`config.mk`:
```
export PLATFORM = sky130hd
export DESIGN_NAME = elevator_call_queue_unit
export DESIGN_NICKNAME = d
export VERILOG_FILES = /design/src/hw/rtl/ecq_pkg.sv /design/src/hw/rtl/elevator_call_queue_unit.sv /design/src/hw/rtl/ecq_datapath.sv /design/src/hw/rtl/ecq_ctrl.sv
export SDC_FILE = /design/constraint.sdc
export NUM_CORES = 1
export LEC_CHECK = 0
export BUFFER_PORTS_ARGS = -buffer_cell sky130_fd_sc_hd__buf_4
export CAP_MARGIN = 15
export CORE_UTILIZATION = 56
export CTS_BUF_LIST = sky130_fd_sc_hd__clkbuf_4 sky130_fd_sc_hd__clkbuf_8
export DETAILED_ROUTE_END_ITERATION = 10
export PLACE_DENSITY = 0.79
export SETUP_SLACK_MARGIN = 0.05
export SYNTH_ARGS = -nofsm -noshare
export SYNTH_HDL_FRONTEND = slang
export SYNTH_SLANG_ARGS = --single-unit
```
`constraint.sdc`:
```
create_clock -name clk -period 3.1 [get_ports clk]
set_clock_uncertainty 0.05 [all_clocks]
set_input_delay 0.31 -clock clk [delete_from_list [all_inputs] [get_ports clk]]
set_output_delay 0.31 -clock clk [all_outputs]
set_load 0.01 [all_outputs]
```
`src/hw/rtl/ecq_pkg.sv`:
```
// Shared types and constants for the elevator call queue.
`timescale 1ns / 1ps

package ecq_pkg;

  localparam int NUM_FLOORS = 4;
  localparam int FLOOR_W    = 2;   // bits to name one floor
  localparam int CNT_W      = 3;   // queue fill count, 0..NUM_FLOORS

  localparam int IN_W  = 24;       // input tdata width (23 used bits)
  localparam int OUT_W = 16;       // output tdata width (16 used bits)

  // Input tdata field offsets, lowest first
  localparam int IN_HALL_UP_LSB   = 0;
  localparam int IN_HALL_DN_LSB   = 4;
  localparam int IN_CAB_LSB       = 8;
  localparam int IN_SENSOR_LSB    = 12;
  localparam int IN_STOPPED_BIT   = 15;
  localparam int IN_CAR_FLOOR_LSB = 16;
  localparam int IN_MOTOR_DIR_LSB = 18;
  localparam int IN_REM_VALID_BIT = 20;
  localparam int IN_REM_FLOOR_LSB = 21;

  // Motor direction codes
  localparam logic [1:0] DIR_IDLE = 2'd0;
  localparam logic [1:0] DIR_UP   = 2'd1;
  localparam logic [1:0] DIR_DOWN = 2'd2;

  // Head of queue when empty (-1)
  localparam logic [2:0] NO_TARGET = 3'b111;

  // Controller to datapath commands
  typedef struct packed {
    logic load_in;    // capture input transaction, latch hall calls
    logic add_start;  // clear the floor scan counter
    logic add_step;   // test one cab button and append it if new
    logic remove;     // drop the requested floor from the queue
    logic load_out;   // capture result into the output register
  } ecq_cmd_t;

  // Datapath to controller status
  typedef struct packed {
    logic add_last;   // scan counter sits on the top floor
  } ecq_sts_t;

endpackage

```
`src/hw/rtl/elevator_call_queue_unit.sv`:
```
// Top level of the elevator call queue: hall latches, cab target queue, stop decision.
`timescale 1ns / 1ps

//  channel  | direction | payload
//  ---------+-----------+----------------------------------------------------
//  s_axis   | in        | one tick of button, sensor and motor inputs
//  m_axis   | out       | stop decision, lamp bitmaps and queue head
//
//  Each tick runs from accept to result through a capture step, a cab scan
//  of every floor (one floor per cycle through the shared append step), a
//  removal step and a result step.
//  Synchronous active-high reset empties the queue and clears all hall calls.
//  A finished result waits in the output register; the next tick is taken
//  while it waits, and the result cycle holds only if that register is full.

module elevator_call_queue_unit (
  input  logic                       clk,
  input  logic                       rst,
  input  logic                       s_tvalid,
  output logic                       s_tready,
  // [3:0] hall_up_buttons, [7:4] hall_down_buttons, [11:8] cab_buttons,
  // [14:12] floor_sensor, [15] stopped, [17:16] car_floor, [19:18] motor_dir,
  // [20] remove_valid, [22:21] remove_floor, [23] zero
  input  logic [ecq_pkg::IN_W-1:0]   s_tdata,
  output logic                       m_tvalid,
  input  logic                       m_tready,
  // [0] stop_here, [4:1] up_lamps, [8:5] down_lamps, [12:9] cab_lamps,
  // [15:13] next_target
  output logic [ecq_pkg::OUT_W-1:0]  m_tdata
);
  import ecq_pkg::*;

  ecq_cmd_t cmd;
  ecq_sts_t sts;

  // sequencing: idle -> capture -> scan floors -> remove -> result
  ecq_ctrl u_ctrl (
    .clk      (clk),
    .rst      (rst),
    .s_tvalid (s_tvalid),
    .s_tready (s_tready),
    .m_tvalid (m_tvalid),
    .m_tready (m_tready),
    .cmd      (cmd),
    .sts      (sts)
  );

  // all payload and queue state
  ecq_datapath u_datapath (
    .clk      (clk),
    .rst      (rst),
    .cmd      (cmd),
    .sts      (sts),
    .in_data  (s_tdata),
    .out_data (m_tdata)
  );

endmodule

```
`src/hw/rtl/ecq_datapath.sv`:
```
// Datapath: input register, hall-call latches, target queue and result register.
`timescale 1ns / 1ps

module ecq_datapath (
  input  logic                     clk,
  input  logic                     rst,
  input  ecq_pkg::ecq_cmd_t        cmd,
  output ecq_pkg::ecq_sts_t        sts,
  input  logic [ecq_pkg::IN_W-1:0] in_data,
  output logic [ecq_pkg::OUT_W-1:0] out_data
);
  import ecq_pkg::*;

  // captured transaction
  logic [NUM_FLOORS-1:0] cab_r;
  logic [2:0]            sensor_r;
  logic [FLOOR_W-1:0]    car_floor_r;
  logic [1:0]            motor_dir_r;
  logic                  rem_valid_r;
  logic [FLOOR_W-1:0]    rem_floor_r;

  // persistent state
  logic [NUM_FLOORS-1:0] up_calls;
  logic [NUM_FLOORS-1:0] down_calls;
  logic [FLOOR_W-1:0]    queue [NUM_FLOORS];
  logic [CNT_W-1:0]      count;
  logic [FLOOR_W-1:0]    scan_floor;

  logic [NUM_FLOORS-1:0] up_calls_next;
  logic [NUM_FLOORS-1:0] down_calls_next;
  logic [FLOOR_W-1:0]    queue_next [NUM_FLOORS];
  logic [CNT_W-1:0]      count_next;
  logic [OUT_W-1:0]      result;

  // incoming fields for the hall latch
  logic [NUM_FLOORS-1:0] in_up, in_dn;
  logic [2:0]            in_sensor;
  logic                  in_at_floor, in_stopped;

  // sensor decode of the captured item
  logic                  at_floor;
  logic [FLOOR_W-1:0]    sensed;

  assign in_up       = in_data[IN_HALL_UP_LSB +: NUM_FLOORS];
  assign in_dn       = in_data[IN_HALL_DN_LSB +: NUM_FLOORS];
  assign in_sensor   = in_data[IN_SENSOR_LSB +: 3];
  assign in_stopped  = in_data[IN_STOPPED_BIT];
  assign in_at_floor = ~in_sensor[2];

  assign at_floor = ~sensor_r[2];
  assign sensed   = sensor_r[FLOOR_W-1:0];

  assign sts.add_last = (scan_floor == FLOOR_W'(NUM_FLOORS - 1));

  // hall latch: skip the floor where the car stands stopped, and the top up and bottom down buttons
  always_comb begin
    up_calls_next   = up_calls;
    down_calls_next = down_calls;
    for (int f = 0; f < NUM_FLOORS; f++) begin
      if (!(in_stopped && in_at_floor && in_sensor[FLOOR_W-1:0] == FLOOR_W'(f))) begin
        if (f != NUM_FLOORS - 1 && in_up[f]) up_calls_next[f] = 1'b1;
        if (f != 0 && in_dn[f])              down_calls_next[f] = 1'b1;
      end
    end
  end

  // queue update: one append step or one removal
  always_comb begin
    logic                  present;
    logic                  press;
    logic [NUM_FLOORS-1:0] hit;
    logic                  shifting;
    present    = 1'b0;
    press      = 1'b0;
    hit        = '0;
    shifting   = 1'b0;
    count_next = count;
    for (int i = 0; i < NUM_FLOORS; i++) queue_next[i] = queue[i];

    if (cmd.add_step) begin
      press = cab_r[scan_floor] && !(at_floor && sensed == scan_floor);
      for (int i = 0; i < NUM_FLOORS; i++) begin
        if (CNT_W'(i) < count && queue[i] == scan_floor) present = 1'b1;
      end
      if (press && !present && count != CNT_W'(NUM_FLOORS)) begin
        queue_next[count[FLOOR_W-1:0]] = scan_floor;
        count_next = count + CNT_W'(1);
      end
    end else if (cmd.remove && rem_valid_r) begin
      for (int i = 0; i < NUM_FLOORS; i++) begin
        hit[i] = (CNT_W'(i) < count) && (queue[i] == rem_floor_r);
      end
      // entries at and behind the hit move one place forward
      for (int i = 0; i < NUM_FLOORS; i++) begin
        shifting = shifting | hit[i];
        if (shifting) begin
          queue_next[i] = (i < NUM_FLOORS - 1) ? queue[(i + 1) % NUM_FLOORS] : '0;
        end
      end
      if (hit != '0) count_next = count - CNT_W'(1);
    end
  end

  // result from the settled state
  always_comb begin
    logic                  stop;
    logic [NUM_FLOORS-1:0] cab_l;
    logic [2:0]            head;
    stop  = 1'b0;
    cab_l = '0;
    for (int i = 0; i < NUM_FLOORS; i++) begin
      if (CNT_W'(i) < count) begin
        if (at_floor && queue[i] == sensed) stop = 1'b1;
        else cab_l[queue[i]] = 1'b1;
      end
    end
    // head of the queue is the car floor and the car is sensed there
    if (at_floor && count != '0 && queue[0] == car_floor_r && sensed == car_floor_r)
      stop = 1'b1;
    if (at_floor && motor_dir_r == DIR_UP   && up_calls[sensed])   stop = 1'b1;
    if (at_floor && motor_dir_r == DIR_DOWN && down_calls[sensed]) stop = 1'b1;
    head   = (count != '0) ? {1'b0, queue[0]} : NO_TARGET;
    result = {head, cab_l,
              down_calls & ~NUM_FLOORS'(1),
              up_calls & ~(NUM_FLOORS'(1) << (NUM_FLOORS - 1)),
              stop};
  end

  always_ff @(posedge clk) begin
    if (rst) begin
      up_calls   <= '0;
      down_calls <= '0;
      count      <= '0;
      scan_floor <= '0;
    end else begin
      if (cmd.load_in) begin
        up_calls   <= up_calls_next;
        down_calls <= down_calls_next;
      end
      if (cmd.add_start) scan_floor <= '0;
      else if (cmd.add_step) scan_floor <= scan_floor + FLOOR_W'(1);
      count <= count_next;
    end
  end

  always_ff @(posedge clk) begin
    for (int i = 0; i < NUM_FLOORS; i++) queue[i] <= queue_next[i];
    if (cmd.load_in) begin
      cab_r       <= in_data[IN_CAB_LSB +: NUM_FLOORS];
      sensor_r    <= in_sensor;
      car_floor_r <= in_data[IN_CAR_FLOOR_LSB +: FLOOR_W];
      motor_dir_r <= in_data[IN_MOTOR_DIR_LSB +: 2];
      rem_valid_r <= in_data[IN_REM_VALID_BIT];
      rem_floor_r <= in_data[IN_REM_FLOOR_LSB +: FLOOR_W];
    end
    if (cmd.load_out) out_data <= result;
  end

endmodule

```
`src/hw/rtl/ecq_ctrl.sv`:
```
// Controller: sequences capture, cab scan, removal and result handoff.
`timescale 1ns / 1ps

module ecq_ctrl (
  input  logic               clk,
  input  logic               rst,
  input  logic               s_tvalid,
  output logic               s_tready,
  output logic               m_tvalid,
  input  logic               m_tready,
  output ecq_pkg::ecq_cmd_t  cmd,
  input  ecq_pkg::ecq_sts_t  sts
);
  import ecq_pkg::*;

  localparam logic [1:0] ST_IDLE   = 2'd0;
  localparam logic [1:0] ST_ADD    = 2'd1;
  localparam logic [1:0] ST_REMOVE = 2'd2;
  localparam logic [1:0] ST_RESULT = 2'd3;

  logic [1:0] state, state_next;
  logic       out_free;

  assign s_tready = (state == ST_IDLE);
  assign out_free = !m_tvalid || m_tready;

  always_comb begin
    state_next = state;
    cmd        = '0;
    unique case (state)
      ST_IDLE: begin
        if (s_tvalid) begin
          cmd.load_in   = 1'b1;
          cmd.add_start = 1'b1;
          state_next    = ST_ADD;
        end
      end
      ST_ADD: begin
        cmd.add_step = 1'b1;
        if (sts.add_last) state_next = ST_REMOVE;
      end
      ST_REMOVE: begin
        cmd.remove = 1'b1;
        state_next = ST_RESULT;
      end
      ST_RESULT: begin
        if (out_free) begin
          cmd.load_out = 1'b1;
          state_next   = ST_IDLE;
        end
      end
      default: state_next = ST_IDLE;
    endcase
  end

  always_ff @(posedge clk) begin
    if (rst) begin
      state    <= ST_IDLE;
      m_tvalid <= 1'b0;
    end else begin
      state <= state_next;
      if (cmd.load_out) m_tvalid <= 1'b1;
      else if (m_tready) m_tvalid <= 1'b0;
    end
  end

endmodule

```
# == Word level (Yosys, flattened, before mapping) ==
# Memory sizes are Yosys's and may differ from the RTL's.
# Index checks and enable logic that the tools add are counted.
# op_classes
n_eq_ne,29
muxes,62
n_addsub,3
div,0
order_cmp,16
n_mul,0
bitwise_logic,13
reduce_logical,55
n_shift,0
# op_table
op,n
logical AND 1 bit,34
2-to-1 mux 4 bit,8
== test 2 bit,15
2-to-1 mux 1 bit,26
2-to-1 mux 8 bit,3
AND reduction 3 bit,8
2-to-1 mux 2 bit,10
< comparator 2 x 3 -> 1 bit (second input constant),6
2-to-1 mux 3 bit,5
== test 2 bit (second input constant),6
bitwise OR 4 bit,3
bitwise mux 8 bit,1
demux 1 bit (select 2 bit),4
>= comparator 2 x 1 -> 1 bit (second input constant),4
one-hot mux 2 bit (4 select lines),1
binary-select mux 1 bit (select 2 bit),3
== test 2 x 1 -> 1 bit (second input constant),3
< comparator 1 x 3 -> 1 bit (first input constant),2
< comparator 2 x 3 -> 1 bit (first input constant),2
inverter 1 bit,6
nonzero test 2 bit,3
demux 2 bit (select 2 bit),1
zero test 2 bit,2
!= test 2 x 1 -> 1 bit (second input constant),2
other kinds (15),20
# word_totals
latch_bits,0
ram_bits,8
elab_cells,198
rom_bits,0
register_bits,42
in_bits,28
n_memories,1
# mem_list
memory,words,width,read_ports,rd_clocked_by_memory_dff,wr,line_no,text
u_datapath.queue,4,2,4,0,4,ecq_datapath.sv:25,logic [FLOOR_W-1:0] queue [NUM_FLOORS];

# == Longest topological paths before layout ==
# An unclocked memory read counts as a cell.
# logic_depth
depth_word,16
mapped_depth,9

# == Hierarchy ==
# Synthesis repeated with hierarchy kept, for this count alone.
# hier_totals
cells_unflattened,270
hier_area_um2,2901.5
# by_module_without_submodules
module,seq_area_each_um2,area_each_um2,cells_per_inst,n_inst
ecq_datapath,1301.2,2676.3,246,1
ecq_ctrl,60.1,225.2,24,1

# == Least setup slack after synthesis ==
# No wires, ideal clock.
# synth_timing
kind,reg2reg
startpoint,"register, netlist name u_datapath.count[0]"
endpoint,"memory u_datapath.queue[2][0], enable pin"
slack_ns,0.734
t_arrival_ns,1.989
required_time_ns,2.723
stages_incl_launch_ff,10
synth_period_minus_slack_ns,2.366
setup_time_ns,0.327
path_cell_list,dfxtp_1 > inv_1 > ha_1 > ha_1 > a311oi_1 > o311a_2 > and2_2 > clkbuf_1 > a31oi_1 > o21ai_0
# synth_lines
item,line_no
to (decl),ecq_datapath.sv:25

==> results.sh <==
export IMPL_status="finished clean"
export IMPL_ant_nets=0
export IMPL_postCtsSetupBuffers=0
export IMPL_synth_cell_area_um2=2840
export IMPL_cpMostUsedCell="ha_1"
export IMPL_nFillCells=386
export IMPL_crit_arrival_ps=2560
export IMPL_powerDensity_nw_per_um2=773
export IMPL_antenna_found_initial=0
export IMPL_tns_ps=0
export IMPL_dr_pass1_iters=4
export IMPL_synth_edf_count=36
export IMPL_startpoint="u_datapath.count[0]"
export IMPL_die_area_um2=5360
export IMPL_power_frac_seq_pct=45.6
export IMPL_power_switching_uw=980
export IMPL_internal_power_uw=1490
export IMPL_core_region_area_um2=4790
export IMPL_synth_most_common_cell="edfxtp_1"
export IMPL_cts_tree="built"
export IMPL_syn_to_final_growth_pct=12.6
export IMPL_finalNonFillerCells=372
export IMPL_synthArstFlopShare_pct=0
export IMPL_hold_start="s_tdata[10]"
export IMPL_drtIter0Drc=154
export IMPL_synth_seq_cells=50
export IMPL_cp_cell_sequence="inv_1, ha_1, ha_1, a311oi_1, o311a_2, and2_2, a31oi_1, o21ai_0"
export IMPL_drive_above_1_share_pct=20.0
export IMPL_ios=46
export IMPL_rows=25
export IMPL_seqCellArea_um2=1360
export IMPL_timing_fmax_ghz=0.382
export IMPL_pwr_share_clk_pct=15.4
export IMPL_swShare_pct=39.6
export IMPL_num_vias=2088
export IMPL_crit_required_ps=3040
export IMPL_h_tree_depth=2
export IMPL_synth_warnings=0
export IMPL_min_period_over_period_pct=84.4
export IMPL_grt_pass1_vias=1910
export IMPL_relSlewSlack_pct=57.4
export IMPL_multi_input_area_um2=1270
export IMPL_setup_viol=0
export IMPL_drt_total_wl_mm=5.68
export IMPL_critical_path_max_stage_delay_ps=510
export IMPL_worstSetupPathType="flop to flop"
export IMPL_grt_max_degree=21
export IMPL_yosysTopAreaCellShare_pct=38.1
export IMPL_clk_path_buf_depth=2
export IMPL_clockRootBuffer="clkbuf_8"
export IMPL_diodes=0
export IMPL_worstSkewPairLatency_ps=310
export IMPL_critPathMaxFanout=9
export IMPL_layout_nets=343
export IMPL_drc=0
export IMPL_critPathLaunchType="flop"
export IMPL_initial_core_util_pct=59.3
export IMPL_p_leak_uw=0.00121
export IMPL_ys_top_cells_by_count="edfxtp_1 (36), nor2_1 (25), o21ai_0 (18)"
export IMPL_grt_setup_unrepaired="false"
export IMPL_hold_path_class="input port to flop"
export IMPL_hold_violations=0
export IMPL_yosysSeqAreaShare_pct=48.0
export IMPL_grt_usage_pct=22.9
export IMPL_syn_avg_cell_area_um2=10.4
export IMPL_yosys_area_top_type="edfxtp_1"
export IMPL_grt_pass1_wl_mm=9.08
export IMPL_clk_pin_slew_ps=90
export IMPL_synthFlopType="edfxtp_1"
export IMPL_cts_repair_resized=0
export IMPL_max_cap_violations=0
export IMPL_drv_slew=0
export IMPL_r2r_start="u_datapath.count[0]"
export IMPL_vias_per_cell=5.61
export IMPL_io_buffers=40
export IMPL_hpwl_mm=4.18
export IMPL_routedWlPerCell_um=15.3
export IMPL_grt_overflow=0
export IMPL_place_inst=364
export IMPL_slowest_stage="dfxtp_1"
export IMPL_numCtsBuffers=5
export IMPL_die_w_um=73.2
export IMPL_gp_congestion=0.892
export IMPL_yosys_cell_types_count=53
export IMPL_cts_hold_buf=0
export IMPL_period_needed_ps=2620
export IMPL_worst_slew_pin_slew_ps=638
export IMPL_cts_sinks=50
export IMPL_comb_power_share_pct=39.1
export IMPL_ir_worst_vdd_v=0.000486
export IMPL_synthTopCellsByArea="edfxtp_1 (38%), dfxtp_1 (9.9%), ha_1 (4.8%), xnor2_1 (4.0%), xor2_1 (4.0%)"
export IMPL_die_h_um=73.2
export IMPL_cp_end_kind="flop"
export IMPL_synthesis_instances=272
[final timing paths]
check | end | slack, ps | cells past startpoint
worst max register to register | u_datapath.queue[2][1] | 480 | 8
worst min register to register | u_datapath.out_data[6] | 420 | 0
worst min-delay path | u_datapath.cab_r[2] | 120 | 1
worst max-delay path | u_datapath.queue[2][1] | 480 | 8
[power by group through the flow]
stage	clock network (uW)	logic (uW)	registers [uW]
global route	406	1080	1150
CTS	382	967	1120
finish	380	966	1130
floorplan	0	858	1010
detailed placement	0	960	1140
global placement	0	930	1130
[critical path: cells and delay by family (launching register included)]
kind	cells	cell delay [ps]
AO/OA/AOI/OAI	4	870
AND/OR/NAND/NOR	1	220
flip-flops	1	510
buffers and inverters	1	140
adder cells (fa/ha/maj)	2	490
[metal layers]
| metal | track usage [%] | up-vias | wire length, um |
|---|---|---|---|
| met4 | 8.93 | 0 | 89 |
| met5 | 0 | - | 0 |
| met1 | 30.1 | 978 | 2530 |
| met2 | 36.8 | 69 | 2760 |
| met3 | 4.83 | 9 | 298 |
| li1 | - | 1032 | - |
[layout make-up]
type	instances	area share, %
flip-flops and latches	50	42.6
multi-input cells	187	39.9
repair buffers	43	10.1
well taps	67	2.62
clock buffers	5	2.15
inverters	17	2.00
clock inverters	3	0.665
[kinds of logic (layout without fill, tap and decap cells)]
kind of cell / Yosys count / in the layout / synth area share [%]
muxes: 5 / 5 / 2.34
other: 1 / 2 / 0.132
xor gates and xnor gates: 26 / 26 / 8.02
adders and majority gates: 11 / 11 / 4.85
AOI/OAI and AO/OA: 65 / 65 / 15.9
and+or+nand+nor: 78 / 78 / 13.5
DFF: 50 / 50 / 48.0
buffers and inverters: 36 / 68 / 7.27
[layout by cell type, fill, tap and decap left out, types with 2 or more instances in the layout]
master,synthesis,final
buf_4,3,43
edfxtp_1,36,36
nor2_1,25,25
o21ai_0,18,18
inv_1,17,17
a21oi_1,15,15
nand2_1,14,14
dfxtp_1,14,14
xor2_1,13,13
xnor2_1,13,13
nand3_1,12,12
ha_1,11,11
a31oi_1,9,9
nor3_1,7,7
clkbuf_8,3,5
nand2b_1,4,4
or3_1,4,4
mux2i_1,4,4
nor2b_1,3,3
o31ai_1,2,2
o211ai_1,2,2
a2bb2oi_1,2,2
a221oi_1,2,2
or2_2,2,2
conb_1,1,2
clkinv_4,0,2
[sequential cells by signal, indices dropped and copies added, names as in the netlist]
name                    count
u_datapath.up_calls         3
u_datapath.car_floor_r      2
u_datapath.rem_valid_r      1
u_datapath.queue            8
u_ctrl.m_tvalid             1
u_datapath.scan_floor       2
u_datapath.sensor_r         3
u_datapath.motor_dir_r      2
u_ctrl.state                2
u_datapath.cab_r            4
u_datapath.out_data        14
u_datapath.down_calls       3
u_datapath.rem_floor_r      2
u_datapath.count            3
[stage by stage]
step                total power [uW]  utilization (%)  worst slack [ps]  hold WS, ps  area, um^2
finish                          2470             66.8               484          121        3200
global route                    2630             66.8               317          106        3200
global placement                2060             64.9               614          399        3110
CTS                             2470             66.8               519          117        3200
floorplan                       1870                -               734          329        2840
detailed placement              2100             64.9               530          397        3110
Note: power is estimated with default switching activity, not from simulation.
